File: config.mk
export PLATFORM = sky130hd
export DESIGN_NAME = plc_merge
export DESIGN_NICKNAME = d
export VERILOG_FILES = /design/src/rtl/core/plc_pkg.sv /design/src/rtl/core/plc_merge.sv
export SDC_FILE = /design/constraint.sdc
export NUM_CORES = 1
export LEC_CHECK = 0
export ABC_AREA = 1
export BUFFER_PORTS_ARGS = -buffer_cell sky130_fd_sc_hd__buf_2
export CAP_MARGIN = 20
export CORE_UTILIZATION = 40
export CTS_CLUSTER_DIAMETER = 80
export DETAILED_ROUTE_END_ITERATION = 8
export HOLD_SLACK_MARGIN = 0.12
export PLACE_DENSITY = 0.79
export SYNTH_ARGS = -nofsm -noshare
export SYNTH_HDL_FRONTEND = slang
export SYNTH_SLANG_ARGS = --single-unit
File: constraint.sdc
create_clock -name clk -period 0.8 [get_ports clk]
set_input_delay 0.16 -clock clk [delete_from_list [all_inputs] [get_ports clk]]
set_output_delay 0.16 -clock clk [all_outputs]
set_load 0.02 [all_outputs]
File: src/rtl/core/plc_pkg.sv
// plc_pkg: shared types and constants for the pixel layer combiner
// beat structs, combine mode and lane op codes, lane control and result structs
// no dependencies
`default_nettype none
package plc_pkg;

  localparam int SAMPLE_BITS  = 16;
  localparam int MAX_CHANNELS = 4;
  localparam int CH_IDX_BITS  = $clog2(MAX_CHANNELS);
  localparam int CNT_BITS     = 3;
  localparam int CFG_ADDR_BITS = 3;

  typedef logic [SAMPLE_BITS-1:0]   sample_t;
  typedef logic [2*SAMPLE_BITS-1:0] prod_t;

  localparam sample_t SAMPLE_FULL = '1;
  localparam prod_t   ROUND_HALF  = prod_t'(SAMPLE_FULL >> 1);

  typedef enum logic [1:0] {
    MODE_SUM   = 2'd0,
    MODE_MAX   = 2'd1,
    MODE_AVG   = 2'd2,
    MODE_BLEND = 2'd3
  } mode_t;

  typedef enum logic [1:0] {
    OP_SUM  = 2'd0,
    OP_MAX  = 2'd1,
    OP_AVG  = 2'd2,
    OP_OVER = 2'd3
  } op_t;

  localparam logic REG_MODE  = 1'b0;
  localparam logic REG_COUNT = 1'b1;

  typedef struct packed {
    logic [15:0] acc_ch0;
    logic [15:0] acc_ch1;
    logic [15:0] acc_ch2;
    logic [15:0] acc_ch3;
    logic [15:0] src_ch0;
    logic [15:0] src_ch1;
    logic [15:0] src_ch2;
    logic [15:0] src_ch3;
  } in_beat_t;

  typedef struct packed {
    logic [15:0] out_ch0;
    logic [15:0] out_ch1;
    logic [15:0] out_ch2;
    logic [15:0] out_ch3;
  } out_beat_t;

  typedef struct packed {
    op_t  op;
    logic used;
  } lane_ctl_t;

  typedef struct packed {
    logic    used;
    sample_t value;
  } lane_res_t;

endpackage
`default_nettype wire

File: src/rtl/core/plc_merge.sv
// plc_merge: gathers the lane results into one output beat
// clears channels not in use and registers the beat and its strobe
// depends on plc_pkg
`default_nettype none
module plc_merge import plc_pkg::*; (
  input  wire logic      clk,
  input  wire logic      rst_n,
  input  wire logic      lane_valid,
  input  wire lane_res_t lane_res [MAX_CHANNELS],
  output logic           out_strobe,
  output out_beat_t      out_data
);

  sample_t   ch_c [MAX_CHANNELS];
  out_beat_t beat_nxt;
  out_beat_t beat_r;
  logic      strobe_r;

  always_comb begin
    for (int k = 0; k < MAX_CHANNELS; k++) begin
      ch_c[k] = lane_res[k].used ? lane_res[k].value : '0;
    end
    beat_nxt.out_ch0 = ch_c[0];
    beat_nxt.out_ch1 = ch_c[1];
    beat_nxt.out_ch2 = ch_c[2];
    beat_nxt.out_ch3 = ch_c[3];
  end

  always_ff @(posedge clk) begin
    if (!rst_n) begin
      strobe_r <= 1'b0;
    end else begin
      strobe_r <= lane_valid;
    end
  end

  always_ff @(posedge clk) begin
    beat_r <= beat_nxt;
  end

  assign out_strobe = strobe_r;
  assign out_data   = beat_r;

endmodule
`default_nettype wire
---- Word level (Yosys, flattened, before mapping) ----
Cells that the tools add are included.
storage, ports and cells
  register bits after elaboration ......... 65
  output and inout bits ................... 65
  logic and storage cells ................. 5

---- Longest topological paths before layout ----
  depth in word-level cells ............... 0
  gate-level depth with buffers ........... 4
  gate-level depth less buffers ........... 2

---- Worst setup path before layout ----
Ideal clock, no wire load.
  kind .................................... input port to flip-flop
  from .................................... in lane_res[16] (netlist name)
  to ...................................... reg beat_r, in the netlist out_data[4]
  setup time .............................. 0.109 ns
  arrival ................................. 0.473 ns
  data required time ...................... 0.691 ns
  setup slack ............................. 0.218 ns
  stages .................................. 4
  path buffers ............................ 2
  path through ............................ buf_6 buf_12 nand2_1 inv_1
RTL lines
  element               RTL line         source
  start, declared       plc_merge.sv:9   input wire lane_res_t lane_res [MAX_CHANNELS],
  end signal, assigned  plc_merge.sv:38  beat_r <= beat_nxt;
  end, declared         plc_merge.sv:16  out_beat_t beat_r;
No word-level cell between the ends.

---- Final worst setup path ----
  from .................................... reg beat_r, in the netlist out_data[33]
  to ...................................... out out_data[33] (netlist name)
RTL lines
  element        RTL line         source
  end, declared  plc_merge.sv:11  output out_beat_t out_data
No word-level cell between the ends.

==> flow_summary.ini <==
[worst_setup_path]
worstPathArrival_ns = 0.78
cpLargestDelayFamily = flip-flops
cp_cell_sequence = buf_6
cp.buffers_inverters = 1
crit_slowest_cell = dfxtp_2
worst_setup_path_start_kind = flop
crit_required_ns = 0.64
path_class = reg -> out
cpPeakStageDelay_ns = 0.35
end_kind = primary output
critPathMaxFanout = 1

[global_routing]
grt_pass1_vias = 2045
grt_overflow = 0
grt_usage_pct = 25.0
grt_pass1_wl_um = 9270
grt_max_degree = 17
antenna_found_initial = 0

[timing]
rsz0062_at_grt = true
slew_headroom_pct = 76.4
worst_slew_pin_slew_ns = 0.354
timing.final.ws_setup_ns = -0.138
post-route-period-util_pct = 117
setup_violations = 65
clock.fmax_ghz = 1.07
post-route-min-period_ns = 0.938
hold_viol = 0
fin_hold_ws_ns = 0.200
drv_slew = 0

[placed_design]
pre_cts_ws_ns = 0.128
io_buffers = 135
gp_congestion = 0.696
hpwl_um = 2990

[routing]
wl_um = 6240
drc = 9
ant_nets = 0
first_pass_iters = 6
drt_iter0_drc = 60
vias_per_cell = 4.16
num_vias = 1927
wl_per_cell_um = 13.5

[flow_run]
max_cap_viol_count = 0

[floorplanning]
io_pins = 136
die_y_um = 71.3
start_util_pct = 42.9
dieArea_mm2 = 0.00508
rows = 24
core_area_mm2 = 0.00447
fp.dieW_um = 71.3

[clocking]
post-cts-setup-buffers = 0
clk_path_buf_depth = 2
htree_num_levels = 3
clock_sinks = 65
clk_pin_slew_worst_paths_ns = 0.07
cts_tree = done
clockRootBuffer = clkbuf_8
cts_buffers = 9

[worst_hold_path]
hold_path.class = in -> reg

[logic_synthesis]
yosys.cell_types.count = 6
synth_area_mm2 = 0.00192
netlist_instances = 203
syn_area_per_cell_um2 = 9.45
syn_nets = 274
yosysSeqAreaShare_pct = 67.8
synth-seq-cells = 65
ys.warnings.count = 0

[cells_and_area]
layout_commonest_cell = buf_2
antenna_cells = 0
finalNetCount = 478
layout-drive-gt1-share_pct = 54.3
area_growth_pct = 103
layout_common_cells = buf_2 (70), dlygate4sd3_1 (66), inv_1 (65), dfxtp_2 (65), buf_6 (65)

[power_and_ir_drop]
power_density_mw_per_mm2 = 1920
p_leak_uw = 0.00226
vdd_ir_drop_max_mv = 1.30

[status]
violations = DRC, setup timing
status = finished, violations left
Yosys cell counts (all sizes together):
library cell / number / area (um2)
nand2: 65 / 267
dfxtp: 65 / 1300
buf: 8 / 108
inv: 65 / 244
logic make-up after synthesis:
kind of cell,share of synthesized area [%]
DFF,67.8
buffers and inverters,18.3
and+or+nand+nor,13.9
metrics by stage:
stage	instance area, um2	std cells	TNS [ns]	utilization (%)	total power, uW
final	3900	463	-7.37	87.1	7470
after global routing	3900	463	-9.62	87.1	7800
after CTS	3890	463	-8.16	87.0	7470
after detailed placement	2550	382	0	57.0	4270
after global placement	2550	382	0	57.0	4250
after floorplan	1920	203	0	-	3960
report_power, final:
| group | internal [uW] | total, uW | switching [uW] |
|---|---|---|---|
| Clock | 1580 | 2690 | 1100 |
| Combinational | 702 | 1240 | 543 |
| Sequential | 3450 | 3530 | 85.7 |
registers in the layout, indices dropped and copies added (netlist names):
signal	count
out_data	64
out_strobe	1
final cells by class:
cell class,instances,area [um2]
clock inverters,3,40.0
fillers,218,578
multi-input cells,65,267
flip-flops and latches,65,1380
well taps,52,65.1
clock buffers,12,155
repair buffers,201,1740
inverters,65,244
metal layers:
metal  vias to the layer above  share of wire (%)  global-route usage (%)
met2                        94                 57                    50.1
li1                        946                  -                       -
met3                        12                7.9                    8.30
met1                       875                 32                    21.6
met4                         0                2.5                    12.4
met5                         -                  0                       0
worst paths after layout:
path / cells past startpoint / end / from / slack (ns)
worst max-delay path: 1 / out_data[33] / out_data[33] / -0.14
worst min-delay path: 3 / out_data[16] / lane_res[33] / 0.20
what timing repair did:
item | CTS | global route
gates resized for setup | 192 | 3
hold buffers | 66 | 0
hold endpoints to repair | 65 | 0
setup endpoints to repair | 65 | 65
Note: power is estimated with default switching activity, not from simulation.
