## src/rtl/core/plc_pkg.sv

```systemverilog
// plc_pkg: shared types and constants for the pixel layer combiner
// beat structs, combine mode and lane op codes, lane control and result structs
// no dependencies
`default_nettype none
package plc_pkg;

  localparam int SAMPLE_BITS  = 16;
  localparam int MAX_CHANNELS = 4;
  localparam int CH_IDX_BITS  = $clog2(MAX_CHANNELS);
  localparam int CNT_BITS     = 3;
  localparam int CFG_ADDR_BITS = 3;

  typedef logic [SAMPLE_BITS-1:0]   sample_t;
  typedef logic [2*SAMPLE_BITS-1:0] prod_t;

  localparam sample_t SAMPLE_FULL = '1;
  localparam prod_t   ROUND_HALF  = prod_t'(SAMPLE_FULL >> 1);

  typedef enum logic [1:0] {
    MODE_SUM   = 2'd0,
    MODE_MAX   = 2'd1,
    MODE_AVG   = 2'd2,
    MODE_BLEND = 2'd3
  } mode_t;

  typedef enum logic [1:0] {
    OP_SUM  = 2'd0,
    OP_MAX  = 2'd1,
    OP_AVG  = 2'd2,
    OP_OVER = 2'd3
  } op_t;

  localparam logic REG_MODE  = 1'b0;
  localparam logic REG_COUNT = 1'b1;

  typedef struct packed {
    logic [15:0] acc_ch0;
    logic [15:0] acc_ch1;
    logic [15:0] acc_ch2;
    logic [15:0] acc_ch3;
    logic [15:0] src_ch0;
    logic [15:0] src_ch1;
    logic [15:0] src_ch2;
    logic [15:0] src_ch3;
  } in_beat_t;

  typedef struct packed {
    logic [15:0] out_ch0;
    logic [15:0] out_ch1;
    logic [15:0] out_ch2;
    logic [15:0] out_ch3;
  } out_beat_t;

  typedef struct packed {
    op_t  op;
    logic used;
  } lane_ctl_t;

  typedef struct packed {
    logic    used;
    sample_t value;
  } lane_res_t;

endpackage
`default_nettype wire

```

## src/rtl/core/plc_lane.sv

```systemverilog
// plc_lane: one channel of the combiner, two register stages plus rounding divide
// sum, max, nonzero average and alpha over with division by full scale
// depends on plc_pkg
`default_nettype none
module plc_lane import plc_pkg::*; (
  input  wire logic      clk,
  input  wire lane_ctl_t ctl,
  input  wire sample_t   acc,
  input  wire sample_t   src,
  input  wire sample_t   alpha,
  output lane_res_t      res
);

  logic [SAMPLE_BITS:0] sum_c;
  sample_t              simple_c;

  op_t     op1_r, op2_r;
  logic    used1_r, used2_r;
  prod_t   p0_r, p1_r;
  sample_t simple1_r, simple2_r;
  prod_t   t_r;

  prod_t   est_sum_c;
  sample_t q_est_c;
  prod_t   q_mul_c;
  prod_t   rem_c;
  sample_t q_c;

  always_comb begin
    sum_c = {1'b0, acc} + {1'b0, src};
    case (ctl.op)
      OP_SUM: simple_c = sum_c[SAMPLE_BITS] ? SAMPLE_FULL : sum_c[SAMPLE_BITS-1:0];
      OP_AVG: begin
        if (acc == '0) begin
          simple_c = src;
        end else if (src == '0) begin
          simple_c = acc;
        end else begin
          simple_c = sample_t'((sum_c + 1'b1) >> 1);
        end
      end
      default: simple_c = (acc > src) ? acc : src;
    endcase
  end

  always_ff @(posedge clk) begin
    op1_r     <= ctl.op;
    used1_r   <= ctl.used;
    p0_r      <= acc * (SAMPLE_FULL - alpha);
    p1_r      <= src * alpha;
    simple1_r <= simple_c;
    op2_r     <= op1_r;
    used2_r   <= used1_r;
    t_r       <= p0_r + p1_r + ROUND_HALF;
    simple2_r <= simple1_r;
  end

  // divide by full scale: estimate from the high half, one correction step
  always_comb begin
    est_sum_c = t_r + prod_t'(t_r[2*SAMPLE_BITS-1:SAMPLE_BITS]);
    q_est_c   = est_sum_c[2*SAMPLE_BITS-1:SAMPLE_BITS];
    q_mul_c   = {q_est_c, {SAMPLE_BITS{1'b0}}} - prod_t'(q_est_c);
    rem_c     = t_r - q_mul_c;
    q_c       = (rem_c >= prod_t'(SAMPLE_FULL)) ? q_est_c + 1'b1 : q_est_c;
    res.used  = used2_r;
    res.value = (op2_r == OP_OVER) ? q_c : simple2_r;
  end

endmodule
`default_nettype wire

```

## config.mk

```make
export PLATFORM = sky130hd
export DESIGN_NAME = plc_lane
export DESIGN_NICKNAME = d
export VERILOG_FILES = /design/src/rtl/core/plc_pkg.sv /design/src/rtl/core/plc_lane.sv
export SDC_FILE = /design/constraint.sdc
export NUM_CORES = 2
export LEC_CHECK = 0
export ABC_AREA = 1
export ABC_CLOCK_PERIOD_IN_PS = 9200
export BUFFER_PORTS_ARGS = -buffer_cell sky130_fd_sc_hd__buf_2
export CAP_MARGIN = 20
export CORE_MARGIN = 2
export CORE_UTILIZATION = 25
export CTS_CLUSTER_DIAMETER = 200
export CTS_CLUSTER_SIZE = 14
export DETAILED_ROUTE_END_ITERATION = 12
export PLACE_DENSITY = 0.46
export SETUP_SLACK_MARGIN = 0.3
export SLEW_MARGIN = 5
export SYNTH_ARGS = -nofsm -noshare
export SYNTH_HDL_FRONTEND = slang
export SYNTH_SLANG_ARGS = --single-unit
```

## constraint.sdc

```tcl
create_clock -name clk -period 9.2 [get_ports clk]
set_clock_uncertainty 0.2 [all_clocks]
set_input_delay 2.76 -clock clk [delete_from_list [all_inputs] [get_ports clk]]
set_output_delay 2.76 -clock clk [all_outputs]
set_load 0.03 [all_outputs]
```

* Word level (Yosys, flattened, before mapping)
Index checks and enable logic that the tools add are counted.
** Storage, ports and cells
- Register bits :: 134
- Bits of input ports :: 52
- Output and inout port bits :: 17
- Word-level logic and storage cells :: 34
** Operators by class
- Add/sub/neg operators :: 9
- $mul :: 2
- $lt $le $gt $ge :: 2
- Eq/ne operators :: 2
- Muxes and demuxes :: 7
- Reductions and logical operators :: 3
** Operators with widths (count)
- 16-bit two-way mux :: 6
- 32-bit by 15-bit adder with 32-bit output, second input constant :: 1
- 32-bit by 16-bit adder with 32-bit output :: 1
- 32-bit adder :: 1
- 32-bit by 16-bit greater-or-equal comparator with 1-bit output, second input constant :: 1
- 16-bit logical NOT :: 2
- 16-bit by 16-bit multiplier with 32-bit output :: 1
- 17-bit by 17-bit multiplier with 32-bit output :: 1
- 16-bit one-hot mux with 2 select lines :: 1
- 32-bit by 16-bit subtractor with 32-bit output :: 1
- 32-bit subtractor :: 1
- 16-bit by 16-bit adder with 17-bit output :: 1
- 17-bit by 1-bit adder with 17-bit output, second input constant :: 1
- 16-bit by 16-bit subtractor with 17-bit output, first input constant :: 1
- 16-bit by 1-bit adder with 16-bit output, second input constant :: 1
- 16-bit greater-than comparator :: 1
- 2-bit == test, second input constant :: 2
- 2-bit logical NOT :: 1

* Depth between registers and ports, before layout
- Word-level depth :: 6
- Gate-level depth with buffers :: 36
- Mapped depth without buffers :: 35

* Worst setup path before layout
OpenSTA, ideal clock, no wires.
- Kind :: input to register
- Start point :: in src[13]
- End point :: reg p1_r[29]
- Library setup time :: 0.120 ns
- Arrival time :: 8.088 ns
- Setup slack :: 0.792 ns
- Stages on the path :: 27
- Cells stage by stage :: clkbuf_1 -> clkbuf_1 -> nand2_1 -> fa_1 -> inv_1 -> fa_1 -> inv_1 -> fa_1 -> inv_1 -> fa_1 -> inv_1 -> fa_1 -> inv_1 -> fa_1 -> ha_1 -> a21oi_1 -> inv_1 -> a21oi_1 -> a21boi_0 -> inv_1 -> nand2_1 -> nand2_1 -> nand3_1 -> nand2_1 -> nand2_1 -> nand2_1 -> xor2_1
** Between the ends
- Cells in the longest elaborated chain, start to end :: 1
** Ends and longest elaborated chain
- start, declared :: line plc_lane.sv:9 : input wire sample_t src,
- 16-bit by 16-bit multiplier with 32-bit output :: line plc_lane.sv:50 : p1_r <= src * alpha;
- end signal, assigned :: line plc_lane.sv:50
- end, declared :: line plc_lane.sv:19 : prod_t p0_r, p1_r;
Every way passes these cells.

==> impl_metrics.json <==
{
  "synth_fp_nets": 4927,
  "grt_pass1_wl_um": 158000,
  "relSlewSlack_pct": 27.2,
  "core_area_sq_mm": 0.117,
  "tightest_slew_ns": 1.09,
  "num_io_pins": 69,
  "grt_usage_pct": 17.0,
  "grt_pass1_vias": 26400,
  "die_h_um": 347,
  "hpwlAfterDp_um": 87100,
  "hold_viol": 0,
  "cts_buffers": 17,
  "port_buffers": 68,
  "grt_antenna_before_repair": 5,
  "cp_slowest_cell": "dfxtp_1",
  "clock_tree.buffer_depth": 2,
  "area_growth_pct": 10.7,
  "wl_per_cell_um": 17.9,
  "path_max_fanout": 14,
  "grt_start_max_net_pins": 33,
  "status": "finished, final reports clean",
  "syn_inst": 4095,
  "numClockSinks": 134,
  "drv_cap": 0,
  "cts_tree": "yes",
  "synth_flop_cell": "dfxtp_1",
  "synth_area_sq_mm": 0.0294,
  "worstPathArrival_ns": 5.52,
  "period_share_pct": 92.2,
  "die_area_sq_mm": 0.121,
  "cpMostUsedCell": "nand2_1",
  "setup_viol": 0,
  "drive_gt1_share_pct": 7.55,
  "insertion_delay_ns": 0.43,
  "finalSetupTns_ns": 0,
  "synth_edf_count": 0,
  "cts.htree.levels": 4,
  "yosysWarnings": 0,
  "max_freq_ghz": 0.118,
  "slowest_delay_ns": 0.51,
  "rsz0062_at_grt": "yes",
  "first_iter_violations": 1495,
  "ys_ff_latch": 134,
  "n_fill_cell": 12900,
  "layout.nets": 4980,
  "gp_congestion": 0.935,
  "synth_top_area_share_pct": 26.6,
  "synth.area.top_cells": "fa_1 27%, ha_1 17%, nand2_1 13%",
  "final.min_clock_period_ns": 8.48,
  "final_common_cell": "nand2_1",
  "routed_wl_um": 102000,
  "hold_class": "reg2reg",
  "synth_top_cell_by_area": "fa_1",
  "async_flop_share_pct": 0,
  "overflow": 0,
  "die_w_um": 347,
  "start_kind": "register",
  "viasPerCell": 4.47,
  "endpoint_kind": "output port",
  "final_cell_mix": "987 x nand2_1, 977 x inv_1, 391 x fa_1",
  "synth.distinct_cells": 52,
  "critical_path_class": "reg2out",
  "clockRootBuffer": "clkbuf_16",
  "ant_nets": 0,
  "crit_required_ns": 6.24,
  "path_clk_slew_ns": 0.07,
  "rows": 125,
  "drc": 0,
  "slew_viol_final": 0,
  "avgSynthCellArea_sq_um": 7.19,
  "vias": 25400,
  "seq_area_frac_synth_pct": 9.11,
  "drt_pass1_iterations": 5,
  "initial_core_util_pct": 25.3
}
==> area by class of cell <==
class	instances	area, sq um	share of cell area (%)
multi-input combinational	2831	22600	69.2
inverter	1008	3780	11.6
sequential	134	2690	8.26
tap	1524	1910	5.85
timing repair buffer	156	1060	3.24
clock buffer	17	425	1.31
clock inverter	15	156	0.480
antenna	1	2.50	0.00768
==> cells in the mapped netlist, types with 23 or more instances <==
cell        n
a21oi_1   155
clkbuf_1  105
dfxtp_1   134
fa_1      391
ha_1      389
inv_1     977
inv_2      23
nand2_1   992
nand2_2    30
nand3_1   124
nand4_1    52
nor2_1    279
nor3_1     27
o21ai_0    86
xnor2_1    49
xor2_1     84
==> metal layers <==
metal	GRT usage [%]	wire, um
met1	22.9	46900
met2	28.6	47000
met3	1.74	4750
met4	4.79	2930
met5	0	0
==> worst max-delay path: cells and delay by family, from the launching register on <==
family / cells / cell delay (ns)
and+or+nand+nor: 17 / 1.74
adders and majority gates: 4 / 1.43
AOI/OAI and AO/OA: 4 / 0.75
buffers and inverters: 6 / 0.66
DFF: 1 / 0.51
==> repair_timing <==
item | 4_1_cts | 5_1_grt
pin swaps | 0 | 2
setup endpoints to repair | 2 | 16
resized for setup | 1 | 26
setup buffers | 0 | 2
hold endpoints to repair | 0 | 0
hold buffers | 0 | 0
==> through the flow <==
stage	utilization (%)	instances	area, sq um	setup WS, ns	hold slack [ns]
detailed placement	27.4	5650	31900	0.315	0.115
CTS	27.9	5682	32500	0.312	0.128
floorplan	-	4095	29400	0.792	0.110
finish	28.0	5686	32600	0.718	0.126
global route	28.0	5685	32600	0.281	0.125
global placement	27.4	5650	31900	0.264	0.111
==> path summary, 6_finish.rpt <==
kind	startpoint	end	slack (ns)	cells past startpoint
max	t_r[22]	res[7]	0.72	31
min	simple1_r[12]	simple2_r[12]	0.13	0
max reg2reg	p0_r[1]	t_r[23]	6.01	16
min reg2reg	simple1_r[12]	simple2_r[12]	0.13	0
==> logic make-up after synthesis <==
family | Yosys count | share of synthesized area (%)
AO/OA/AOI/OAI | 346 | 6.76
AND/OR/NAND/NOR | 1569 | 22.4
adder cells (fa/ha/maj) | 780 | 43.1
buffers and inverters | 1130 | 14.5
XOR/XNOR | 136 | 4.12
flip-flops | 134 | 9.11
==> state kept, by name (all words and copies together), names as in the netlist <==
signal	count
op1_r	2
op2_r	2
p0_r	32
p1_r	32
simple1_r	16
simple2_r	16
t_r	32
used1_r	1
used2_r	1
Power is left out: the tool's default activity adds up to more than one toggle a clock period on the data nets, which glitch-free logic cannot reach.
